**src/rtl/core/datc_pkg.sv**
```systemverilog
// Shared types and constants for the decimal amount parser.
// Used by datc_front, datc_back and the top level.
package datc_pkg;

  localparam int unsigned ChW       = 8;
  localparam int unsigned DigW      = 4;
  localparam int unsigned WholeW    = 60;
  localparam int unsigned FracW     = 7;
  localparam int unsigned AmountW   = 63;
  localparam int unsigned QDepth    = 4;
  localparam int unsigned QAddrW    = $clog2(QDepth);
  localparam int unsigned QCntW     = $clog2(QDepth + 1);

  // floor(INT64_MAX / 100); the limit drops by one when the addend exceeds 7
  localparam logic [WholeW-1:0] WholeLimit = 60'd92233720368547758;
  localparam logic [DigW-1:0]   LimitDig   = 4'd7;

  typedef enum logic [2:0] {
    TK_WS,
    TK_DIG,
    TK_PT,
    TK_OTH,
    TK_END
  } tok_kind_e;

  typedef struct packed {
    tok_kind_e       kind;
    logic [DigW-1:0] dig;
  } token_t;

endpackage

```
**src/rtl/core/datc_front.sv**
```systemverilog
// Front end: classifies each input byte into a token and queues it.
// Depends on datc_pkg.
module datc_front import datc_pkg::*; (
  input  logic           clk_i,
  input  logic           rst_ni,
  input  logic           in_valid_i,
  output logic           in_ready_o,
  input  logic [ChW-1:0] ch_i,
  output logic           tok_valid_o,
  output token_t         tok_o,
  input  logic           tok_pop_i
);

  localparam logic [ChW-1:0] ChNul   = 8'd0;
  localparam logic [ChW-1:0] ChSpace = 8'd32;
  localparam logic [ChW-1:0] ChTab   = 8'd9;
  localparam logic [ChW-1:0] ChCr    = 8'd13;
  localparam logic [ChW-1:0] ChZero  = 8'd48;
  localparam logic [ChW-1:0] ChNine  = 8'd57;
  localparam logic [ChW-1:0] ChPoint = 8'd46;

  token_t              tok_c;
  logic [ChW-1:0]      dig_full;
  token_t              q_mem [QDepth];
  logic [QAddrW-1:0]   head_q, head_d, tail_q, tail_d;
  logic [QCntW-1:0]    cnt_q, cnt_d;
  logic                push, pop;

  always_comb begin
    dig_full  = ch_i - ChZero;
    tok_c.dig = dig_full[DigW-1:0];
    if (ch_i == ChNul) begin
      tok_c.kind = TK_END;
    end else if (ch_i == ChSpace || (ch_i >= ChTab && ch_i <= ChCr)) begin
      tok_c.kind = TK_WS;
    end else if (ch_i >= ChZero && ch_i <= ChNine) begin
      tok_c.kind = TK_DIG;
    end else if (ch_i == ChPoint) begin
      tok_c.kind = TK_PT;
    end else begin
      tok_c.kind = TK_OTH;
    end
  end

  assign in_ready_o  = (cnt_q != QCntW'(QDepth));
  assign push        = in_valid_i && in_ready_o;
  assign tok_valid_o = (cnt_q != '0);
  assign pop         = tok_pop_i && tok_valid_o;
  assign tok_o       = q_mem[head_q];

  always_comb begin
    head_d = pop ? head_q + 1'b1 : head_q;
    tail_d = push ? tail_q + 1'b1 : tail_q;
    cnt_d  = cnt_q + QCntW'(push) - QCntW'(pop);
  end

  always_ff @(posedge clk_i) begin
    if (push) begin
      q_mem[tail_q] <= tok_c;
    end
  end

  always_ff @(posedge clk_i or negedge rst_ni) begin
    if (!rst_ni) begin
      head_q <= '0;
      tail_q <= '0;
      cnt_q  <= '0;
    end else begin
      head_q <= head_d;
      tail_q <= tail_d;
      cnt_q  <= cnt_d;
    end
  end

endmodule

```
**src/rtl/core/datc_back.sv**
```systemverilog
// Back end: runs the amount grammar on queued tokens and forms the result.
// Depends on datc_pkg.
module datc_back import datc_pkg::*; (
  input  logic               clk_i,
  input  logic               rst_ni,
  input  logic               tok_valid_i,
  input  token_t             tok_i,
  output logic               tok_pop_o,
  output logic               out_valid_o,
  input  logic               out_ready_i,
  output logic               status_o,
  output logic [AmountW-1:0] amount_o
);

  localparam logic [2:0] PH_LEAD  = 3'd0;
  localparam logic [2:0] PH_INT   = 3'd1;
  localparam logic [2:0] PH_FRAC  = 3'd2;
  localparam logic [2:0] PH_TRAIL = 3'd3;
  localparam logic [2:0] PH_ERR   = 3'd4;

  logic [2:0]        phase_q, phase_d;
  logic [WholeW-1:0] whole_q, whole_d;
  logic [FracW-1:0]  frac_q, frac_d;
  logic [1:0]        fcnt_q, fcnt_d;
  logic              seen_dig_q, seen_dig_d;
  logic              seen_pt_q, seen_pt_d;

  logic              a_vld_q, a_bad_q, a_bad_d;
  logic [WholeW-1:0] a_whole_q;
  logic [FracW-1:0]  a_frac_q, frac_s;
  logic              b_vld_q, b_status_q;
  logic [AmountW-1:0] b_amount_q, b_amount_d;

  logic a_en, b_en, is_end, step, int_ok;
  logic [WholeW-1:0] int_next;

  assign b_en      = !b_vld_q || out_ready_i;
  assign a_en      = !a_vld_q || b_en;
  assign is_end    = (tok_i.kind == TK_END);
  assign tok_pop_o = tok_valid_i && (!is_end || a_en);
  assign step      = tok_pop_o;

  assign int_ok   = whole_q <= (WholeLimit - WholeW'(tok_i.dig > LimitDig));
  assign int_next = (whole_q << 3) + (whole_q << 1) + WholeW'(tok_i.dig);

  always_comb begin
    phase_d    = phase_q;
    whole_d    = whole_q;
    frac_d     = frac_q;
    fcnt_d     = fcnt_q;
    seen_dig_d = seen_dig_q;
    seen_pt_d  = seen_pt_q;
    if (is_end) begin
      phase_d    = PH_LEAD;
      whole_d    = '0;
      frac_d     = '0;
      fcnt_d     = '0;
      seen_dig_d = 1'b0;
      seen_pt_d  = 1'b0;
    end else begin
      unique case (phase_q)
        PH_LEAD, PH_INT: begin
          if (tok_i.kind == TK_DIG) begin
            if (int_ok) begin
              whole_d    = int_next;
              seen_dig_d = 1'b1;
              phase_d    = PH_INT;
            end else begin
              phase_d = PH_ERR;
            end
          end else if (tok_i.kind == TK_PT) begin
            seen_pt_d = 1'b1;
            phase_d   = PH_FRAC;
          end else if (tok_i.kind == TK_WS) begin
            phase_d = (phase_q == PH_INT) ? PH_TRAIL : PH_LEAD;
          end else begin
            phase_d = PH_ERR;
          end
        end
        PH_FRAC: begin
          if (tok_i.kind == TK_DIG) begin
            if (fcnt_q >= 2'd2) begin
              phase_d = PH_ERR;
            end else begin
              frac_d     = FracW'((frac_q << 3) + (frac_q << 1)) + FracW'(tok_i.dig);
              fcnt_d     = fcnt_q + 2'd1;
              seen_dig_d = 1'b1;
            end
          end else if (tok_i.kind == TK_WS) begin
            phase_d = PH_TRAIL;
          end else begin
            phase_d = PH_ERR;
          end
        end
        PH_TRAIL: begin
          if (tok_i.kind != TK_WS) begin
            phase_d = PH_ERR;
          end
        end
        default: phase_d = PH_ERR;
      endcase
    end
  end

  // scaled fraction and validity of the finished string
  always_comb begin
    case (fcnt_q)
      2'd0:    frac_s = '0;
      2'd1:    frac_s = FracW'((frac_q << 3) + (frac_q << 1));
      default: frac_s = frac_q;
    endcase
    a_bad_d = (phase_q >= PH_ERR) || !seen_dig_q || (seen_pt_q && fcnt_q == 2'd0)
           || (whole_q > (WholeLimit - WholeW'(frac_s > FracW'(LimitDig))))
           || (whole_q == '0 && frac_s == '0);
  end

  always_comb begin
    b_amount_d = '0;
    if (!a_bad_q) begin
      b_amount_d = (AmountW'(a_whole_q) << 6) + (AmountW'(a_whole_q) << 5)
                 + (AmountW'(a_whole_q) << 2) + AmountW'(a_frac_q);
    end
  end

  always_ff @(posedge clk_i) begin
    if (step && is_end) begin
      a_bad_q   <= a_bad_d;
      a_whole_q <= whole_q;
      a_frac_q  <= frac_s;
    end
    if (a_vld_q && b_en) begin
      b_status_q <= a_bad_q;
      b_amount_q <= b_amount_d;
    end
  end

  always_ff @(posedge clk_i or negedge rst_ni) begin
    if (!rst_ni) begin
      phase_q    <= PH_LEAD;
      whole_q    <= '0;
      frac_q     <= '0;
      fcnt_q     <= '0;
      seen_dig_q <= 1'b0;
      seen_pt_q  <= 1'b0;
      a_vld_q    <= 1'b0;
      b_vld_q    <= 1'b0;
    end else begin
      if (step) begin
        phase_q    <= phase_d;
        whole_q    <= whole_d;
        frac_q     <= frac_d;
        fcnt_q     <= fcnt_d;
        seen_dig_q <= seen_dig_d;
        seen_pt_q  <= seen_pt_d;
      end
      if (a_en) begin
        a_vld_q <= step && is_end;
      end
      if (b_en) begin
        b_vld_q <= a_vld_q;
      end
    end
  end

  assign out_valid_o = b_vld_q;
  assign status_o    = b_status_q;
  assign amount_o    = b_amount_q;

  a_phase_range: assert property (@(posedge clk_i) disable iff (!rst_ni)
    phase_q <= PH_ERR) else $error("phase left its code range");

  a_fcnt_range: assert property (@(posedge clk_i) disable iff (!rst_ni)
    fcnt_q <= 2'd2) else $error("more than two fraction digits stored");

  a_end_clears: assert property (@(posedge clk_i) disable iff (!rst_ni)
    (step && is_end) |=> (phase_q == PH_LEAD && !seen_dig_q && whole_q == '0))
    else $error("terminator did not clear parser state");

  a_bad_zero: assert property (@(posedge clk_i) disable iff (!rst_ni)
    (b_vld_q && b_status_q) |-> (b_amount_q == '0))
    else $error("rejected string carries a nonzero amount");

endmodule

```
**src/rtl/core/decimal_amount_text_to_cents.sv**
```systemverilog
// Decimal amount text parser, top level: joins the classifying front end
// and the grammar/result back end. Depends on datc_pkg, datc_front, datc_back.
//
// Takes one character per transfer on the slave side and sustains one
// character per cycle while the token queue has room; a zero byte ends the
// string. A four-entry token queue sits between the byte classifier and the
// grammar engine, so either side can stall alone. On the terminator the
// engine registers the finished string in a finish stage, the output register
// then holds status (tuser: 0 valid, 1 invalid) and the amount in hundredths
// (0 when invalid). The output register and finish stage let input flow on
// while a result waits.
module decimal_amount_text_to_cents import datc_pkg::*; (
  input  logic        clk_i,
  input  logic        rst_ni,
  input  logic        s_axis_tvalid_i,
  output logic        s_axis_tready_o,
  input  logic [7:0]  s_axis_tdata_i,   // [7:0] ch
  output logic        m_axis_tvalid_o,
  input  logic        m_axis_tready_i,
  output logic [63:0] m_axis_tdata_o,   // [62:0] amount, [63] zero fill
  output logic [0:0]  m_axis_tuser_o    // [0] status
);

  logic               tok_valid, tok_pop;
  token_t             tok;
  logic               status;
  logic [AmountW-1:0] amount;

  datc_front u_front (
    .clk_i       (clk_i),
    .rst_ni      (rst_ni),
    .in_valid_i  (s_axis_tvalid_i),
    .in_ready_o  (s_axis_tready_o),
    .ch_i        (s_axis_tdata_i),
    .tok_valid_o (tok_valid),
    .tok_o       (tok),
    .tok_pop_i   (tok_pop)
  );

  datc_back u_back (
    .clk_i       (clk_i),
    .rst_ni      (rst_ni),
    .tok_valid_i (tok_valid),
    .tok_i       (tok),
    .tok_pop_o   (tok_pop),
    .out_valid_o (m_axis_tvalid_o),
    .out_ready_i (m_axis_tready_i),
    .status_o    (status),
    .amount_o    (amount)
  );

  assign m_axis_tdata_o = {1'b0, amount};
  assign m_axis_tuser_o = status;

endmodule

```
**config.mk**
```make
export PLATFORM = sky130hd
export DESIGN_NAME = decimal_amount_text_to_cents
export DESIGN_NICKNAME = d
export VERILOG_FILES = /design/src/rtl/core/datc_pkg.sv /design/src/rtl/core/datc_front.sv /design/src/rtl/core/datc_back.sv /design/src/rtl/core/decimal_amount_text_to_cents.sv
export SDC_FILE = /design/constraint.sdc
export NUM_CORES = 1
export LEC_CHECK = 0
export BUFFER_PORTS_ARGS = -buffer_cell sky130_fd_sc_hd__buf_2
export CORE_MARGIN = 10
export CORE_UTILIZATION = 40
export DETAILED_ROUTE_END_ITERATION = 10
export SLEW_MARGIN = 20
export SYNTH_ARGS = -nofsm -noshare
export SYNTH_HDL_FRONTEND = slang
export SYNTH_SLANG_ARGS = --single-unit
```
**constraint.sdc**
```tcl
create_clock -name clk_i -period 6.1 [get_ports clk_i]
set_input_delay 0.61 -clock clk_i [delete_from_list [all_inputs] [get_ports clk_i]]
set_output_delay 0.61 -clock clk_i [all_outputs]
set_load 0.02 [all_outputs]
```
==> run metrics, run 1 <==
outcome finished clean; post-synth top area share 24.9%; ant diodes 0; root buf cell clkbuf_16; EDFF count, synth 160; Max-Cap Viols 0; Worst-Margin Slew 974 ps; Simple-Gate Fraction of Synth Area 13.6%; Worst Hold Class input port to register; DP Area 20200 µm²; Synth area leader edfxtp_1; GP Congestion 0.877; drt initial violations 1082; worst hold start m_axis_tready_i; crit path from u_back.a_whole_q[0]; CTS clk-pin slew, worst paths 60 ps; post_cts resized 0; # DRC 0; share of synthesized cell area in full adder, half adder and majority cells 23.0%; Final Skew 28.3 ps; first-pass GRT wire length 76.8 mm; P per Cell Area 527 nW/µm²; cells after synthesis 1938; post-CTS setup buffer count 0; TritonCTS Buffers 29; IO Port Bufs 77; num ports 79; post-synthesis xor/xnor area fraction 5.31%; Inst Count DP 2559; DR WL/cell 17.7 µm; initial antenna violation count 0; post-route minimum period 4720 ps; FMAX 212 MHz; CP max-delay cell o41ai_1; CP Capture Type register; starting density of the core 40.4%; FP Rows 80; count of yosys warnings during synthesis 0; Die Span X 240 µm; area delta synth->final 9.82%; reg2reg start u_back.a_whole_q[0]; post-synthesis mux area share 1.34%; Final period util 77.4%; die area 57400 µm²; Startpoint Class register; main combinational cell family by area after synthesis adder cells; Final Cell Area 21200 µm²; via count 14649; number of global-route vias before repair 14695; Avg Cell Area, Syn 9.96 µm²; Max FO, Critical Path 3; max incr delay on CP 700 ps; post-synthesis sequential area ratio 35.7%; All-Layer GR Usage 16.1%; Slew Viols, Final 0; Fin. Hold Viols 0; clock buffer depth 3; Num Clock Sinks 243; CP arrival 5050 ps; Die Height 240 µm; worst-path cell chain fa_1 > fa_1 > ha_1 > a21o_1 > a211oi_1 > o31ai_1 > a31oi_1 > o31ai_1 > nor2_1 > o41ai_1 > a21oi_1 > mux2_2; most frequent cell after synthesis ha_1; dpl hpwl 36.3 mm; final setup violation count 0; remaining global-route overflow 0; router iterations before antenna repair 5; Setup TNS 0 ps; Finished Core Util 44.4%; WS Path Type register to register; Vias per Instance 5.61; Post-Syn Area 19300 µm²; Post-layout nets 2304; Core ar. 47700 µm²; Peak VDD IR 0.195 mV; htree depth 1; Unique masters post-synth 76; RSZ-0062 raised after global routing false; post-route ant nets 0; share of cells above drive strength 1 8.86%; Leak 9.08 nW; top cells by count, synth ha_1, nand2_1, a21oi_1; complex-gate fraction of the synthesized area 18.1%; largest net degree at the start of global routing 64; Slew HR 35.0%; asr flop ratio synth 34.2%; flops & latches, synth 243; final wirelength 46.2 mm; clk_lat worst skew 590 ps; Net Count, Synth 2266; ys flop type edfxtp_1; Final Non-Filler Cells 2613; Worst Path Required 6420 ps; largest cells by area after synthesis edfxtp_1, ha_1, dfrtp_1, fa_1, a21oi_1; Final Power 11.2 mW; CTS tree done
==> cell type report <==
cell class / instances / area, µm²
clock inverter: 18 / 180
multi-input combinational: 1554 / 11900
sequential: 243 / 6880
clock buffer: 35 / 801
inverter: 59 / 221
fill: 4515 / 26600
timing repair buffer: 89 / 480
tap: 615 / 769
==> layer usage <==
layer | track usage [%] | routed length (µm) | part of all wire, %
met2 | 25.9 | 21000 | 45
met3 | 2.00 | 2190 | 4.7
met1 | 22.4 | 22200 | 48
met4 | 4.17 | 847 | 1.8
met5 | 0 | 0 | 0
==> power breakdown <==
part	internal (mW)	switching (mW)
Combinational	2.66	4.07
Sequential	2.25	0.430
Clock	1.03	0.731
==> path summary, 6_finish.rpt <==
kind                                  endpoint  slack, ps  cells past startpoint
min                         u_back.out_valid_o        310                      3
max in group asynchronous   u_back.whole_q[51]       4430                      3
min in group asynchronous     u_back.frac_q[5]        480                      2
min reg2reg                   u_back.frac_q[6]        470                      2
max reg2reg                u_back.amount_o[57]       1380                     12
max                        u_back.amount_o[57]       1380                     12
==> cell usage in the layout (no fill, tap or decap), types with 63 or more instances in the layout <==
master | synthesis | final
a21o_1 | 63 | 63
a21oi_1 | 167 | 167
buf_2 | 13 | 76
dfrtp_1 | 83 | 83
edfxtp_1 | 160 | 160
fa_1 | 64 | 64
ha_1 | 252 | 252
nand2_1 | 186 | 186
nor2_1 | 146 | 145
o21ai_0 | 119 | 119
xnor2_1 | 76 | 76
==> registers in the layout, indices dropped and copies added, names as in the netlist, 2 cells and up <==
name and cells:
u_back.a_frac_q 7, u_back.a_whole_q 60, u_back.amount_o 63, u_back.fcnt_q 2, u_back.frac_q 7, u_back.phase_q 3, u_back.whole_q 60, u_front.cnt_q 3
u_front.head_q 2, u_front.q_mem 28, u_front.tail_q 2
==> metrics by stage <==
| step | hold WS (ps) | setup slack [ps] |
|---|---|---|
| floorplan | 314 | 1210 |
| global placement | 456 | 1550 |
| detailed placement | 465 | 1370 |
| CTS | 275 | 1330 |
| global route | 312 | 1090 |
| finish | 309 | 1380 |
==> worst max-delay path: cells and delay by family (launching register included) <==
kind,cells,cell delay [ps]
flops,1,460
simple gates,1,130
fa+ha+maj,3,1350
compound gates,7,2200
mux,1,300
==> what timing repair did <==
action	4_1_cts	5_1_grt
endpoints found under the hold margin	23	0
endpoints found under the setup margin	0	0
hold buffers	1	0
==> kinds of logic (layout without fill, tap and decap cells) <==
logic type / Yosys count / count (layout)
DFF: 243 / 243
and+or+nand+nor: 557 / 557
xor gates and xnor gates: 117 / 117
other: 1 / 1
buffers and inverters: 141 / 201
muxes: 15 / 15
adders and majority gates: 316 / 316
AOI/OAI and AO/OA: 548 / 548
Note: power is estimated with default switching activity, not from simulation.
==> run 2: changes to the inputs <==
--- a/config.mk
+++ b/config.mk
@@ -5,6 +5,7 @@
 export SDC_FILE = /design/constraint.sdc
 export NUM_CORES = 1
 export LEC_CHECK = 0
+export ABC_AREA = 1
 export BUFFER_PORTS_ARGS = -buffer_cell sky130_fd_sc_hd__buf_2
 export CORE_MARGIN = 10
 export CORE_UTILIZATION = 40
==> constraint.sdc (replaced) <==
create_clock -name clk_i -period 3.9 [get_ports clk_i]
set_input_delay 0.39 -clock clk_i [delete_from_list [all_inputs] [get_ports clk_i]]
set_output_delay 0.39 -clock clk_i [all_outputs]
set_load 0.02 [all_outputs]
==> run 2 against run 1 <==
  * Register-to-register slack lost 1200 ps
  * Die area increased by 12%
  * Global-route usage increased by 5.4 points
  * Clock skew grew 4.8 ps
  * Cell area grew 14%
  * Largest cell class unchanged
  * Highest routed layer unchanged
==> run metrics, run 2 <==
outcome finished clean; Setup TNS 0 ps (unchanged); FP Rows 85 (+6.3%); area delta synth->final 10.9%; sequential cell area 6880 µm² (unchanged); post-route minimum period 3680 ps (-1040 ps); hold slack final 58.2 ps (-251 ps); Setup WS pre-CTS -121 ps (-1490 ps); largest cells by area after synthesis edfxtp_1, ha_1, nand2_1, dfrtp_1, inv_1; main combinational cell family by area after synthesis simple AND/OR/NAND/NOR gates; count of yosys warnings during synthesis 0 (unchanged); asr flop ratio synth 34.2% (unchanged); met2 Resource Use GR 35.4% (+9.5 points); grt met1 use 28.6% (+6.2 points); filler instances 5507 (+22%); share of synthesized cell area in full adder, half adder and majority cells 20.3% (-2.7 points); ys flop type edfxtp_1; starting density of the core 40.5% (+0.11 points); dpl hpwl 58.5 mm (+61%); Num Clock Sinks 243 (unchanged); Post-layout nets 3387 (+47%); Slew Viols, Final 0 (unchanged); Worst-Margin Slew 888 ps (-86.0 ps); Worst Hold Class input port to register; final wirelength 69.2 mm (+50%); first-pass GRT wire length 109 mm (+42%); complex-gate fraction of the synthesized area 10.4% (-7.7 points); Finished Core Util 45.0% (+0.57 points); RSZ-0062 raised after global routing false; Die Span X 254 µm (+5.9%); Slew HR 40.8% (+5.7 points); clk_lat worst skew 590 ps (about the same); IO Port Bufs 77 (unchanged); Die Height 254 µm (+5.9%); GP Congestion 0.990 (+13%); post-synthesis xor/xnor area fraction 2.12% (-3.2 points); reg2reg start u_back.a_whole_q[3]; met3 Use GR 1.56% (-0.44 points); post-synthesis mux area share 0% (-1.3 points); max FFs per register 63 (unchanged); CP Capture Type register; FMAX 272 MHz (+28%); footprint of the multi-input gates 13200 µm² (+11%); router iterations before antenna repair 8 (+3); remaining global-route overflow 0 (unchanged); EDFF count, synth 160 (unchanged); post-synthesis sequential area ratio 31.5% (-4.2 points); largest net degree at the start of global routing 65 (+1.6%); drt initial violations 1336 (+23%); post-route ant nets 0 (unchanged); cells after synthesis 2949 (+52%); most frequent cell after synthesis nand2_1; number of global-route vias before repair 19305 (+31%); clock buffer depth 3 (unchanged); WS Path Type register to register; # DRC 0 (unchanged); ant diodes 0 (unchanged); Startpoint Class register; Max-Cap Viols 0 (unchanged); worst hold start s_axis_tdata_i[0]; Fin. Hold Viols 0 (unchanged); post-synth top area share 22.0% (-2.9 points); CTS tree done; share of cells above drive strength 1 6.79% (-2.1 points); Final period util 94.4% (+17 points); via count 19647 (+34%); crit path from u_back.a_whole_q[3]; CTS clk-pin slew, worst paths 60 ps (about the same); Final Skew 33.1 ps (+4.79 ps); All-Layer GR Usage 21.5% (+5.4 points); commonest non-fill, non-tap cell in the layout nand2_1; initial antenna violation count 0 (unchanged); Avg Cell Area, Syn 7.41 µm² (-26%); Synth area leader edfxtp_1; Core ar. 53900 µm² (+13%); num ports 79 (unchanged); DR WL/cell 18.3 µm (+3.8%); Unique masters post-synth 49 (-36%); PnR worst setup slack 220 ps (-1160 ps); CP arrival 4000 ps (-1050 ps); Vias per Instance 5.20 (-7.2%); Simple-Gate Fraction of Synth Area 27.2% (+14 points); Post-Syn Area 21900 µm² (+13%); die area 64400 µm² (+12%); Net Count, Synth 3277 (+45%); Max FO, Critical Path 5 (+2); root buf cell clkbuf_16; commonest non-fill, non-tap cells in the layout nand2_1, inv_1, nor2_1, ha_1, a21oi_1; top cells by count, synth nand2_1, inv_1, nor2_1; GRT busiest layer met2; htree depth 1 (unchanged); TritonCTS Buffers 27 (-6.9%); flops & latches, synth 243 (unchanged); final setup violation count 0 (unchanged); Worst Path Required 4220 ps (-2200 ps)
-- run 2: cell types whose count changed after synthesis, sizes merged, moves of 49 or more --
cell	delta
nand3	+108
o31ai	-49
o21ai	+54
clkbuf	-56
nor2	+218
a21o	-57
nand2	+640
inv	+393
-- run 2: timing repair --
action / CTS / global route
setup buffers: 2 / 3
hold endpoints to repair: 58 / 0
gates resized for setup: 2 / 5
endpoints found under the setup margin: 2 / 1
pin swaps: 1 / 1
hold buffers: 1 / 0
-- run 2: stage by stage --
stage               cells  cell area (µm²)
finish               3776            24200
detailed placement   3720            23200
CTS                  3773            24200
global placement     3720            23200
global route         3776            24200
floorplan            2949            21900
-- run 2: cell families (layout without fill, tap and decap cells) --
family	Yosys count	count (layout)
adder cells (fa/ha/maj)	316	316
AND/OR/NAND/NOR	1441	1441
AO/OA/AOI/OAI	420	420
other	1	1
flip-flops	243	243
buffers and inverters	475	606
XOR/XNOR	53	53
-- run 2: worst paths after layout --
| path | end | cells after the start | slack (ps) |
|---|---|---|---|
| min | u_front.q_mem[1][0] | 1 | 60 |
| min in group asynchronous | u_front.cnt_q[2] | 2 | 390 |
| max | u_back.amount_o[58] | 15 | 220 |
| max reg2reg | u_back.amount_o[58] | 15 | 220 |
| max in group asynchronous | u_back.frac_q[4] | 3 | 2620 |
| min reg2reg | u_back.seen_dig_q | 2 | 480 |
-- run 2: critical path: stages (launching register included) --
cell      delay [ps]
edfxtp_1         480
buf_4            190
fa_1             460
ha_1             320
ha_1             370
nand2_1          150
or2_2            330
o211ai_1          90
buf_4            160
nand2_1           60
nand2_2          160
nand2_1           70
nand2_1          170
nand2_1          170
a21oi_1          180
nor2_1            60
-- run 2: layout make-up --
class | count | share of cell area [%]
clock buffers | 33 | 2.96
clock inverters | 17 | 1.23
repair buffers | 104 | 2.50
inverters | 452 | 7.01
flip-flops and latches | 243 | 28.4
multi-input cells | 2231 | 54.3
well taps | 696 | 3.59
-- run 2: routing by layer --
metal,vias up,routed length [µm]
met4,0,2970
li1,9872,-
met2,457,31500
met1,9204,31900
met3,114,2820
met5,-,0
Power of run 2 is not shown: default switching activity piles up to over one toggle a cycle in this logic, so the estimate is an artifact.
